==> src/hdl/fmpll_pkg.sv <==
// ----------------------------------------------------------------------------
// fmpll_pkg: shared types and constants for the pll fm discriminator
// arctangent table, register indexes and sequencer states
// ----------------------------------------------------------------------------
`default_nettype none
package fmpll_pkg;

    localparam int unsigned ATAN_LEN = 24;

    typedef enum logic [2:0] {
        REG_START_FREQ = 3'd0,
        REG_FREQ_LOW   = 3'd1,
        REG_FREQ_HIGH  = 3'd2,
        REG_PROP_GAIN  = 3'd3,
        REG_INT_GAIN   = 3'd4,
        REG_OUT_SCALE  = 3'd5
    } t_reg_idx;

    typedef enum logic [2:0] {
        ST_IDLE,
        ST_CORDIC,
        ST_FREQ,
        ST_PHASE,
        ST_AFC,
        ST_AUDIO,
        ST_OUT
    } t_state;

    // atan(2^-k) in 2^32-per-turn units
    function automatic logic [31:0] atan_turns(input logic [4:0] k);
        logic [31:0] v;
        case (k)
            5'd0:  v = 32'h20000000;
            5'd1:  v = 32'h12E4051E;
            5'd2:  v = 32'h09FB385B;
            5'd3:  v = 32'h051111D4;
            5'd4:  v = 32'h028B0D43;
            5'd5:  v = 32'h0145D7E1;
            5'd6:  v = 32'h00A2F61E;
            5'd7:  v = 32'h00517C55;
            5'd8:  v = 32'h0028BE53;
            5'd9:  v = 32'h00145F2F;
            5'd10: v = 32'h000A2F98;
            5'd11: v = 32'h000517CC;
            5'd12: v = 32'h00028BE6;
            5'd13: v = 32'h000145F3;
            5'd14: v = 32'h0000A2FA;
            5'd15: v = 32'h0000517D;
            5'd16: v = 32'h000028BE;
            5'd17: v = 32'h0000145F;
            5'd18: v = 32'h00000A30;
            5'd19: v = 32'h00000518;
            5'd20: v = 32'h0000028C;
            5'd21: v = 32'h00000146;
            5'd22: v = 32'h000000A3;
            5'd23: v = 32'h00000051;
            default: v = 32'h0;
        endcase
        return v;
    endfunction

endpackage
`default_nettype wire

==> src/hdl/fmpll_cordic.sv <==
// ----------------------------------------------------------------------------
// fmpll_cordic: iterative cordic vectoring unit
// one micro-rotation per cycle, returns the angle of (x, y)
// ----------------------------------------------------------------------------
`default_nettype none
module fmpll_cordic
    import fmpll_pkg::*;
#(
    parameter int unsigned STAGES = 16
) (
    input  wire logic               i_clk,
    input  wire logic               i_rst_n,
    input  wire logic               i_start,
    input  wire logic signed [15:0] i_x,
    input  wire logic signed [15:0] i_y,
    output logic                    o_done,
    output logic [31:0]             o_angle
);

    localparam int unsigned KW = $clog2(STAGES + 1);

    // 16-bit sample scaled by 2^14 plus gain growth fits 33 bits
    logic signed [32:0] r_x, r_y, n_x, n_y;
    logic [31:0]        r_ang, n_ang;
    logic [KW-1:0]      r_k, n_k;
    logic               r_busy, n_busy;
    logic signed [32:0] xs, ys, x0, y0;

    always_comb begin
        x0 = 33'(i_x) <<< 14;
        y0 = 33'(i_y) <<< 14;
        xs = r_x >>> r_k;
        ys = r_y >>> r_k;
        n_x    = r_x;
        n_y    = r_y;
        n_ang  = r_ang;
        n_k    = r_k;
        n_busy = r_busy;
        if (i_start) begin
            n_busy = 1'b1;
            n_k    = '0;
            if (i_x < 0) begin
                n_x   = -x0;
                n_y   = -y0;
                n_ang = 32'h80000000;
            end else begin
                n_x   = x0;
                n_y   = y0;
                n_ang = '0;
            end
        end else if (r_busy) begin
            if (r_y >= 0) begin
                n_x   = r_x + ys;
                n_y   = r_y - xs;
                n_ang = r_ang + atan_turns(5'(r_k));
            end else begin
                n_x   = r_x - ys;
                n_y   = r_y + xs;
                n_ang = r_ang - atan_turns(5'(r_k));
            end
            n_k = r_k + 1'b1;
            if (r_k == KW'(STAGES - 1)) begin
                n_busy = 1'b0;
            end
        end
    end

    always_ff @(posedge i_clk) begin
        if (!i_rst_n) begin
            r_busy <= 1'b0;
            r_k    <= '0;
        end else begin
            r_busy <= n_busy;
            r_k    <= n_k;
        end
        r_x   <= n_x;
        r_y   <= n_y;
        r_ang <= n_ang;
    end

    assign o_done  = r_busy && (r_k == KW'(STAGES - 1));
    assign o_angle = n_ang;

`ifndef ASSERT_OFF
    a_k_range: assert property (@(posedge i_clk) disable iff (!i_rst_n)
        r_busy |-> r_k < KW'(STAGES))
        else $error("cordic step count out of range");
    a_done_ends: assert property (@(posedge i_clk) disable iff (!i_rst_n)
        (o_done && !i_start) |=> !r_busy)
        else $error("cordic did not stop after last step");
    a_idle_k: assert property (@(posedge i_clk) disable iff (!i_rst_n)
        $fell(r_busy) |-> r_k == '0 || $past(o_done))
        else $error("cordic stopped early");
`endif

endmodule
`default_nettype wire

==> config.mk <==
export PLATFORM = sky130hd
export DESIGN_NAME = fmpll_cordic
export DESIGN_NICKNAME = d
export VERILOG_FILES = /design/src/hdl/fmpll_pkg.sv /design/src/hdl/fmpll_cordic.sv
export SDC_FILE = /design/constraint.sdc
export NUM_CORES = 1
export LEC_CHECK = 0
export BUFFER_PORTS_ARGS = -buffer_cell sky130_fd_sc_hd__clkbuf_2
export CORE_MARGIN = 10
export CORE_UTILIZATION = 45
export CTS_CLUSTER_DIAMETER = 40
export DETAILED_ROUTE_END_ITERATION = 7
export GPL_ROUTABILITY_DRIVEN = 0
export PLACE_DENSITY_LB_ADDON = 0.3
export SLEW_MARGIN = 20
export SYNTH_ARGS = -nofsm -noshare
export SYNTH_HDL_FRONTEND = slang
export SYNTH_SLANG_ARGS = --single-unit
==> constraint.sdc <==
create_clock -name i_clk -period 8.5 [get_ports i_clk]
set_input_delay 0.425 -clock i_clk [delete_from_list [all_inputs] [get_ports i_clk]]
set_output_delay 0.425 -clock i_clk [all_outputs]
set_load 0.01 [all_outputs]
==> flow_summary.yaml <==
run_status:
  status: "completed"
floorplan:
  start_util_pct: 45.4
  coreArea_mm2: 0.0374
  rows: 71
  die_w_um: 214
  die_area_mm2: 0.0459
  fp.dieH_um: 214
  io_pins: 68
setup_path:
  rr_worst_depth: 19
  startpoint_type: "register"
  crit_path_end_kind: "register"
  required_ns: 8.79
  crit_start: "r_k[0]$_SDFFE_PP0P_"
  cp_max_fo: 62
  reg2reg_from: "r_k[0]$_SDFFE_PP0P_"
  r2r_setup_slack_ns: 1.22
  cp.arrival_ns: 7.57
  crit_type: "reg2reg"
  timing.rr.end: "r_x[32]$_DFFE_PP_"
  cp-endpoint: "r_x[32]$_DFFE_PP_"
power:
  vdd_drop_max_v: 0.000218
  power_density_mw_per_mm2: 467
  leakage_nw: 7.13
cells_and_area:
  final_cells: 2485
  syn2layout_area_growth_pct: 7.20
  final_util_pct: 48.6
  fin_area_mm2: 0.0182
  finalNetCount: 2109
  n_antenna_cell: 0
  drive_above_1_share_pct: 14.1
  fillers: 3485
global_routing:
  gr-usage-met2_pct: 37.0
  grt-ovfl-total: 0
  grt_use_met3_pct: 3.58
  top_usage_layer: "met2"
  grt_usage_pct: 21.9
  antenna_found_initial: 1
  grt_pass1_wl_mm: 83.3
  grt_use_met1_pct: 27.4
  grt_start_max_net_pins: 67
  grt_pass1_vias: 15300
cts:
  clock_path_buffers: 2
  clock_latency_ns: 0.44
  cts_buffers: 17
  cts_hold_buf: 0
  post_cts_resized: 0
  cts_tree: "yes"
  cts_root_buf: "clkbuf_16"
  htreeDepth: 4
  clk_pin_slew_worst_paths_ns: 0.07
  cts.sinks: 134
  post_cts_buffers: 0
routing:
  drc_errors: 0
  detail_route.wl_per_cell_um: 21.1
  detail-route-antenna-nets: 0
  num_vias: 16100
  drt-initial-drc-count: 1906
  viasPerCell: 6.50
  drt_wl_total_mm: 52.5
  drt_pass1_iterations: 5
yosys:
  ys_top_cells_by_area: "mux4_2, edfxtp_1, ha_1"
  synthFlopType: "dfxtp_1"
  ys.warnings.count: 0
  synth_edf_count: 66
  post_synth.cell_area_avg_um2: 8.65
  synth_async_sr_flop_share_pct: 0
  synth_area_mm2: 0.0170
  ys_ff_latch: 134
  synth_largest_area_cell: "mux4_2"
  yosysSeqAreaShare_pct: 19.7
  syn_inst: 1961
  yosysUniqueCellTypes: 94
  synth_nets: 2109
  yosysTopAreaCellShare_pct: 11.8
timing:
  finalMaxSlewViolations: 0
  tightestPinTransition_ns: 0.958
  timing.hold.ws_ns: 0.270
  finalSetupTns_ns: 0
  grt_setup_unrepaired: "false"
  fin_worst_skew_ns: 0.0167
  slew_headroom_pct: 36.1
  setup_viol: 0
  layout_min_cycle_time_ns: 7.28
  hold_violations: 0
  period_share_pct: 85.7
  max_freq_mhz: 137
placed_design:
  io_buffers: 67
  dp.final_hpwl_mm: 39.5
  place_area_mm2: 0.0176
  dp_cells: 2453
hold_path:
  hp-class: "in2reg"
job:
  max_cap_viol_count: 0
per-stage QoR:
step / setup WS (ns) / total power [mW]
final: 1.22 / 8.49
after global routing: 0.745 / 9.15
after CTS: 1.42 / 8.38
after detailed placement: 1.47 / 7.55
after global placement: 1.60 / 7.47
after floorplan: 2.65 / 6.11
placed cells by master (no fill, tap or decap), drive strengths merged, types with 13 or more instances in the layout:
cell type	n
nand2	176
nor2	175
o21ai	130
a21oi	126
xnor2	117
ha	110
mux4	91
clkbuf	86
mux2i	74
dfxtp	68
xor2	66
edfxtp	66
a21o	50
inv	49
o31ai	39
nor3	34
nand2b	32
nand3	31
mux2	30
nor2b	28
or3	27
a211oi	25
and3	22
o21a	21
a31oi	21
buf	21
and2	17
o22ai	16
o21bai	16
or2	15
a21boi	13
cell families (layout without fill, tap and decap cells):
logic type,after synthesis,in the layout,share of synthesized area [%]
AO/OA/AOI/OAI,564,564,21.8
XOR/XNOR,184,184,9.58
adder cells (fa/ha/maj),113,113,8.47
buffers and inverters,153,166,4.12
flip-flops,134,134,19.7
multiplexers,195,195,18.5
AND/OR/NAND/NOR,618,618,17.8
Yosys cell counts (12+ instances only):
cell type	count
o22ai_1	16
nor3_1	33
and2_1	15
ha_1	110
o41ai_1	12
a211oi_1	24
a21oi_1	125
o31ai_1	39
o21bai_1	16
mux2i_1	74
o211ai_1	12
xor2_1	66
clkbuf_1	55
buf_2	19
and3_1	22
xnor2_1	117
nand2b_1	32
o21a_1	21
a21boi_0	12
nand3_1	29
or2_2	13
a21o_1	50
o21ai_0	122
nor2_1	173
mux2_2	29
inv_1	40
nand4_1	12
nor2b_1	28
nand2_1	175
or3_1	27
mux4_2	89
edfxtp_1	66
a31oi_1	21
dfxtp_1	68
buf_1	19
final cells by class:
cell class	instances	area [um2]	area share, %
repair buffers	87	500	2.75
inverters	47	176	0.970
well taps	511	639	3.52
clock inverters	12	101	0.557
multi-input cells	1674	12900	71.1
clock buffers	20	489	2.69
flip-flops and latches	134	3360	18.5
report_power, final:
| group | switching (mW) | internal, mW | total (mW) |
|---|---|---|---|
| registers | 0.402 | 1.03 | 1.44 |
| clock network | 0.330 | 0.425 | 0.754 |
| logic | 3.56 | 2.75 | 6.30 |
| total | 4.29 | 4.20 | 8.49 |
routing by layer:
| metal | wire [um] | share of wire [%] |
|---|---|---|
| met5 | 0 | 0 |
| met3 | 4020 | 7.6 |
| met1 | 21400 | 41 |
| met2 | 25100 | 48 |
| met4 | 2010 | 3.8 |
how the worst min path moves through the flow:
stage                            from           endpoint  slack, ns  cells after the start
floorplan            r_ang[1]$_DFF_P_   r_ang[1]$_DFF_P_       0.53                      2
global placement    r_ang[25]$_DFF_P_  r_ang[25]$_DFF_P_       0.50                      1
detailed placement  r_ang[25]$_DFF_P_  r_ang[25]$_DFF_P_       0.50                      1
CTS                           i_rst_n  r_busy$_SDFF_PN0_       0.26                      2
global route                  i_rst_n  r_busy$_SDFF_PN0_       0.27                      2
finish                        i_rst_n  r_busy$_SDFF_PN0_       0.27                      2
critical path, cell delays in order (launching register included):
cell	delay, ns
dfxtp_4	0.99
buf_4	0.41
mux4_2	0.65
mux2_2	0.31
mux4_2	0.55
nor2_2	0.17
nand4_1	0.19
nor4_2	0.32
nand2_1	0.24
o21ai_0	0.27
xnor2_1	0.13
ha_1	0.40
and3_1	0.23
nand4_1	0.21
a2111oi_0	0.77
o21ai_0	0.32
o21ai_0	0.36
a31oi_1	0.14
or3_1	0.31
a21oi_1	0.12
No activity file was read; power rests on OpenSTA's default activity.
